File: src/rtl/mse_pkg.sv
package mse_pkg;

    // major opcodes
    localparam logic [5:0] OPC_RTYPE = 6'h00;
    localparam logic [5:0] OPC_BEQ   = 6'h04;
    localparam logic [5:0] OPC_ADDI  = 6'h08;
    localparam logic [5:0] OPC_ORI   = 6'h0D;
    localparam logic [5:0] OPC_LUI   = 6'h0F;
    localparam logic [5:0] OPC_LW    = 6'h23;
    localparam logic [5:0] OPC_SW    = 6'h2B;

    // r-type function codes
    localparam logic [5:0] FN_SYSCALL = 6'h0C;
    localparam logic [5:0] FN_ADD     = 6'h20;
    localparam logic [5:0] FN_AND     = 6'h24;
    localparam logic [5:0] FN_SLT     = 6'h2A;

    // result status codes
    localparam logic [1:0] ST_OK        = 2'd0;
    localparam logic [1:0] ST_ZERO_DEST = 2'd1;
    localparam logic [1:0] ST_BAD_OP    = 2'd2;

    typedef enum logic [3:0] {
        OP_ADDI,
        OP_LUI,
        OP_ORI,
        OP_LW,
        OP_SW,
        OP_BEQ,
        OP_ADD,
        OP_AND,
        OP_SLT,
        OP_SYS,
        OP_BAD
    } op_kind_t;

    // classified instruction, as held in the queue
    typedef struct packed {
        op_kind_t    kind;
        logic [4:0]  rs;
        logic [4:0]  rt;
        logic [4:0]  dest;
        logic        wr;
        logic        use_rs;
        logic        use_rt;
        logic [15:0] imm;
    } dec_t;

    // one slot of the execute pipeline
    typedef struct packed {
        logic        valid;
        logic [1:0]  status;
        logic        halted;
        logic [31:0] pc;
        logic [4:0]  dest;
        logic        wr;
        logic        load;
        logic        store;
        logic [31:0] value;
    } pipe_t;

endpackage

File: src/rtl/mse_front.sv
module mse_front (
    input  logic           clk,
    input  logic           rst_n,
    input  logic           in_valid,
    output logic           in_ready,
    input  logic [31:0]    instruction_word,
    input  logic           hold,
    output logic           head_valid,
    output mse_pkg::dec_t  head,
    input  logic           pop
);
    import mse_pkg::*;

    localparam int Q_DEPTH = 2;
    localparam int PW = $clog2(Q_DEPTH);

    dec_t                 dec;
    dec_t                 q_mem [Q_DEPTH];
    logic [PW-1:0]        wr_ptr_reg;
    logic [PW-1:0]        rd_ptr_reg;
    logic [PW:0]          count_reg;
    logic                 push;

    // classify the raw word
    always_comb
    begin
        dec.rs     = instruction_word[25:21];
        dec.rt     = instruction_word[20:16];
        dec.imm    = instruction_word[15:0];
        dec.kind   = OP_BAD;
        dec.dest   = 5'd0;
        dec.wr     = 1'b0;
        dec.use_rs = 1'b0;
        dec.use_rt = 1'b0;
        unique case (instruction_word[31:26])
            OPC_ADDI: dec.kind = OP_ADDI;
            OPC_LUI:  dec.kind = OP_LUI;
            OPC_ORI:  dec.kind = OP_ORI;
            OPC_LW:   dec.kind = OP_LW;
            OPC_SW:   dec.kind = OP_SW;
            OPC_BEQ:  dec.kind = OP_BEQ;
            OPC_RTYPE:
            begin
                unique case (instruction_word[5:0])
                    FN_ADD:     dec.kind = OP_ADD;
                    FN_AND:     dec.kind = OP_AND;
                    FN_SLT:     dec.kind = OP_SLT;
                    FN_SYSCALL: dec.kind = OP_SYS;
                    default:    dec.kind = OP_BAD;
                endcase
            end
            default: dec.kind = OP_BAD;
        endcase

        unique case (dec.kind) inside
            OP_ADDI, OP_ORI, OP_LW:
            begin
                dec.dest   = instruction_word[20:16];
                dec.wr     = 1'b1;
                dec.use_rs = 1'b1;
            end
            OP_LUI:
            begin
                dec.dest = instruction_word[20:16];
                dec.wr   = 1'b1;
            end
            OP_ADD, OP_AND, OP_SLT:
            begin
                dec.dest   = instruction_word[15:11];
                dec.wr     = 1'b1;
                dec.use_rs = 1'b1;
                dec.use_rt = 1'b1;
            end
            OP_SW, OP_BEQ:
            begin
                dec.use_rs = 1'b1;
                dec.use_rt = 1'b1;
            end
            default:
            begin
                dec.wr = 1'b0;
            end
        endcase
    end

    // short queue toward the execute side
    assign in_ready   = (count_reg != (PW+1)'(Q_DEPTH)) && !hold;
    assign push       = in_valid && in_ready;
    assign head_valid = (count_reg != '0);
    assign head       = q_mem[rd_ptr_reg];

    always_ff @(posedge clk)
    begin
        if (push)
        begin
            q_mem[wr_ptr_reg] <= dec;
        end
    end

    always_ff @(posedge clk or negedge rst_n)
    begin
        if (!rst_n)
        begin
            wr_ptr_reg <= '0;
            rd_ptr_reg <= '0;
            count_reg  <= '0;
        end
        else
        begin
            if (push)
            begin
                wr_ptr_reg <= wr_ptr_reg + 1'b1;
            end
            if (pop)
            begin
                rd_ptr_reg <= rd_ptr_reg + 1'b1;
            end
            if (push && !pop)
            begin
                count_reg <= count_reg + 1'b1;
            end
            else if (pop && !push)
            begin
                count_reg <= count_reg - 1'b1;
            end
        end
    end

endmodule

File: config.mk
export PLATFORM = sky130hd
export DESIGN_NAME = mse_front
export DESIGN_NICKNAME = d
export VERILOG_FILES = /design/src/rtl/mse_pkg.sv /design/src/rtl/mse_front.sv
export SDC_FILE = /design/constraint.sdc
export NUM_CORES = 1
export LEC_CHECK = 0
export BUFFER_PORTS_ARGS = -buffer_cell sky130_fd_sc_hd__buf_2
export CAP_MARGIN = 20
export CORE_ASPECT_RATIO = 0.8
export CORE_MARGIN = 4
export CORE_UTILIZATION = 57
export CTS_CLUSTER_SIZE = 8
export DETAILED_ROUTE_END_ITERATION = 6
export PLACE_DENSITY_LB_ADDON = 0.2
export RECOVER_POWER = 50
export SYNTH_ARGS = -nofsm -noshare
export SYNTH_HDL_FRONTEND = slang
export SYNTH_SLANG_ARGS = --single-unit
File: constraint.sdc
create_clock -name clk -period 8.2 [get_ports clk]
set_clock_uncertainty 0.15 [all_clocks]
set_input_delay 1.64 -clock clk [delete_from_list [all_inputs] [get_ports clk]]
set_output_delay 1.64 -clock clk [all_outputs]
set_load 0.02 [all_outputs]
==> metrics.md <==
| Metric | Value |
|---|---|
| DP Worst Slack | `4283 ps` |
| Sort of element at the end of the critical path | `register` |
| Final setup violating endpoints | `0` |
| DIE HEIGHT | `75.91 µm` |
| Cell at the slowest stage of the critical path | `nor2_1` |
| Via count of the first global-routing pass | `1993` |
| Top cell types by occurrence after synthesis | `edfxtp_1, mux2_2, a22o_1, nand2_1, nor2_1` |
| Top FF cell, synth | `edfxtp_1` |
| Sequential-to-total area share from yosys stat | `72.51%` |
| Count of distinct cell types in the synthesized netlist | `37` |
| First-pass GRT wire length | `9287 µm` |
| Final net count | `307` |
| Routed wirelength normalized by instance count | `15.93 µm` |
| Weighted congestion reported at the end of routability-driven placement | `0.7976` |
| Worst min-delay path class | `register to register` |
| Full die area | `7050 µm²` |
| Violations in the final reports | `max-capacitance violations` |
| Slew at the pin with the worst max-slew slack | `1473 ps` |
| Worst-case vdd ir drop | `135.6 µV` |
| Critical path arrival | `4180 ps` |
| Largest register FFs | `76` |
| Final critical-path setup slack | `3824 ps` |
| Setup repair after global routing missed its margin | `no` |
| Final-report hold violation count | `0` |
| Max-slew violations | `0` |
| Crit Reg-Reg Startpoint | `count_reg[0]$_DFFE_PN0P_` |
| Number of I/O port buffers | `76` |
| Drt drc | `0` |
| Post-layout instance count excluding filler cells | `352` |
| Cells along the critical path | `buf_2, a21oi_1, nand2_1, nor2_1, clkbuf_1` |
| Cell depth of the worst min-delay path | `1` |
| Destination of the worst register-to-register timing path | `q_mem[0][21]$_DFFE_PP_` |
| Core area | `5525 µm²` |
| Placed instance area | `3750 µm²` |
| Initial Util | `59.47%` |
| Syn nets | `225` |
| Critical Path Fanout Max | `21` |
| CP Launch Type | `input pin` |
| Setup Buffers After CTS | `0` |
| Cell depth of the worst flop-to-flop path | `5` |
| Global-route congestion overflow total | `0` |
| Number of buffers inserted by hold repair at cts | `0` |
| Warning count from the yosys run | `0` |
| Post-layout minimum cycle time | `4376 ps` |
| Cells after synthesis | `187` |
| Htree depth | `3` |
| Maximum clock rate | `228.5 MHz` |
| Via density per instance | `5.378` |
| Number of violations reported at the end of detailed-routing iteration 0 | `114` |
| Total number of vias | `1893` |
| Total Neg Setup Slack | `0 ps` |
| EDFF count, synth | `76` |
| Share of cells above drive strength 1 | `40.15%` |
| Area share of the largest cell type after synthesis | `69.46%` |
| Ys async rst share | `5.000%` |
| Register clock-pin slew on the reported worst setup and hold paths | `70 ps` |
| Number of buffers created by CTS | `9` |
| Clock sink count | `80` |
| Quantity of gates resized following cts | `0` |
| Clock Path Buffers | `2` |
| Initial antenna violation count | `0` |
| Leakage power of the design | `1.404 nW` |
| Master cell of the clock root buffer | `clkbuf_8` |
| Global-route usage over all layers | `17.25%` |
| Area grow syn2layout | `19.76%` |
| Die extent in x | `92.89 µm` |
| Critical Setup Path Class | `input pin to register` |
| Ratio of total power to cell area | `312.3 nW/µm²` |
| Synth Area per Inst | `17.57 µm²` |
| Ratio of final minimum period to clock period | `53.37%` |
| Largest cells by area after synthesis | `edfxtp_1, mux2_2, dfrtp_1` |
| Hold_sp | `wr_ptr_reg$_DFFE_PN0P_` |
| Detailed placement HPWL | `3680 µm` |
| First-pass detailed-route iteration total | `4` |
| Worst hold margin | `355.1 ps` |
| DRT antenna net count | `0` |
| MaxCap Viol Count | `1` |
| Max incr delay on CP | `1110 ps` |
| Worst-case hold path end point | `wr_ptr_reg$_DFFE_PN0P_` |
| Total wirelength of the detailed-routed design | `5609 µm` |
| WP buf/inv | `2` |
| Insertion delay to the later sink of the worst-skew pair | `330 ps` |
| Count leader, synth | `edfxtp_1` |
| Required time of the critical path | `8000 ps` |
| Final standard cell area without fillers | `3935 µm²` |
| Fill cell count | `429` |
| Synthesized area | `3286 µm²` |
| Worst slew margin | `1.437%` |
| Number of cells in the design after placement | `335` |
| Number of top-level design ports | `77` |
| Setup slack, reg-to-reg | `4740 ps` |
| Leading area contributor after synthesis | `edfxtp_1` |
| Synthesis-stage register bit count | `80` |
| Std cell rows | `24` |
| Maximum number of pins on one net before global-route repair | `40` |
| Antenna fix cells | `0` |
| Number of cells on the critical path | `5` |
| Status | `finished, violations left` |
| TritonCTS clock tree | `built` |
| Cell family with the largest share of critical-path delay | `simple AND/OR/NAND/NOR gates` |
placed cells by master, fill, tap and decap left out, types with 2 or more instances in the layout:
cell	count
or4_1	2
o21ai_0	2
edfxtp_1	76
nand2_1	5
clkbuf_1	27
bufinv_16	3
a31oi_1	3
xor2_1	4
nand4b_1	3
and3_1	2
or2_2	2
inv_1	4
o22ai_1	2
buf_2	51
a22o_1	5
dfrtp_1	3
clkbuf_8	9
nand2b_1	2
nor2_1	5
mux2_2	38
and3b_1	2
xnor2_1	3
clkinv_2	2
through the flow:
step,power (W),utilization (%)
global placement,0.0009105,67.87
finish,0.001229,71.22
CTS,0.001243,72.12
detailed placement,0.0009152,67.87
floorplan,0.0008025,-
global route,0.001288,71.22
kinds of logic (layout without fill, tap and decap cells):
| family | count (synthesis) | after routing | share of synthesized area [%] |
|---|---|---|---|
| fa+ha+maj | 1 | 1 | 0.3807 |
| mux | 38 | 38 | 13.02 |
| buf+inv | 10 | 97 | 1.180 |
| simple gates | 31 | 31 | 6.512 |
| xor+xnor | 7 | 7 | 1.866 |
| flops | 80 | 80 | 72.51 |
| compound gates | 20 | 20 | 4.532 |
final cells by class:
type	count	area, µm²	share of cell area [%]
multi-input combinational	97	850.8	21.62
clock inverter	6	107.6	2.734
tap	78	97.59	2.480
inverter	4	15.01	0.3816
clock buffer	10	127.6	3.243
timing repair buffer	77	352.8	8.967
sequential	80	2384	60.57
worst max-delay path by stage:
stage / slack [ps] / startpoint / end
after floorplan: 3750 / hold / q_mem[0][0]$_DFFE_PP_
after global placement: 4330 / hold / in_ready
after detailed placement: 4280 / hold / in_ready
after CTS: 4280 / hold / in_ready
after global routing: 3470 / hold / q_mem[0][4]$_DFFE_PP_
final: 3820 / hold / q_mem[0][21]$_DFFE_PP_
where the power goes:
part / total (W) / leakage (nW) / switching [W] / internal, W
clock network: 0.000331 / 0.116 / 0.000130 / 0.000201
logic: 0.000332 / 0.553 / 0.000186 / 0.000146
registers: 0.000566 / 0.735 / 0.0000530 / 0.000513
total: 0.00123 / 1.40 / 0.000369 / 0.000860
worst register-to-register path: cells and delay by family, from the launching register on:
| family | cells | cell delay, ps |
|---|---|---|
| simple gates | 2 | 1250 |
| buf+inv | 2 | 1040 |
| flops | 1 | 420 |
| compound gates | 1 | 210 |
layer usage:
metal	vias up	wire, µm	GRT usage, %
li1	904	-	-
met1	924	2283	20.08
met3	7	391	6.238
met5	-	0	0
met2	58	2884	29.55
met4	0	49	5.710
No activity file was read; power rests on OpenSTA's default activity.
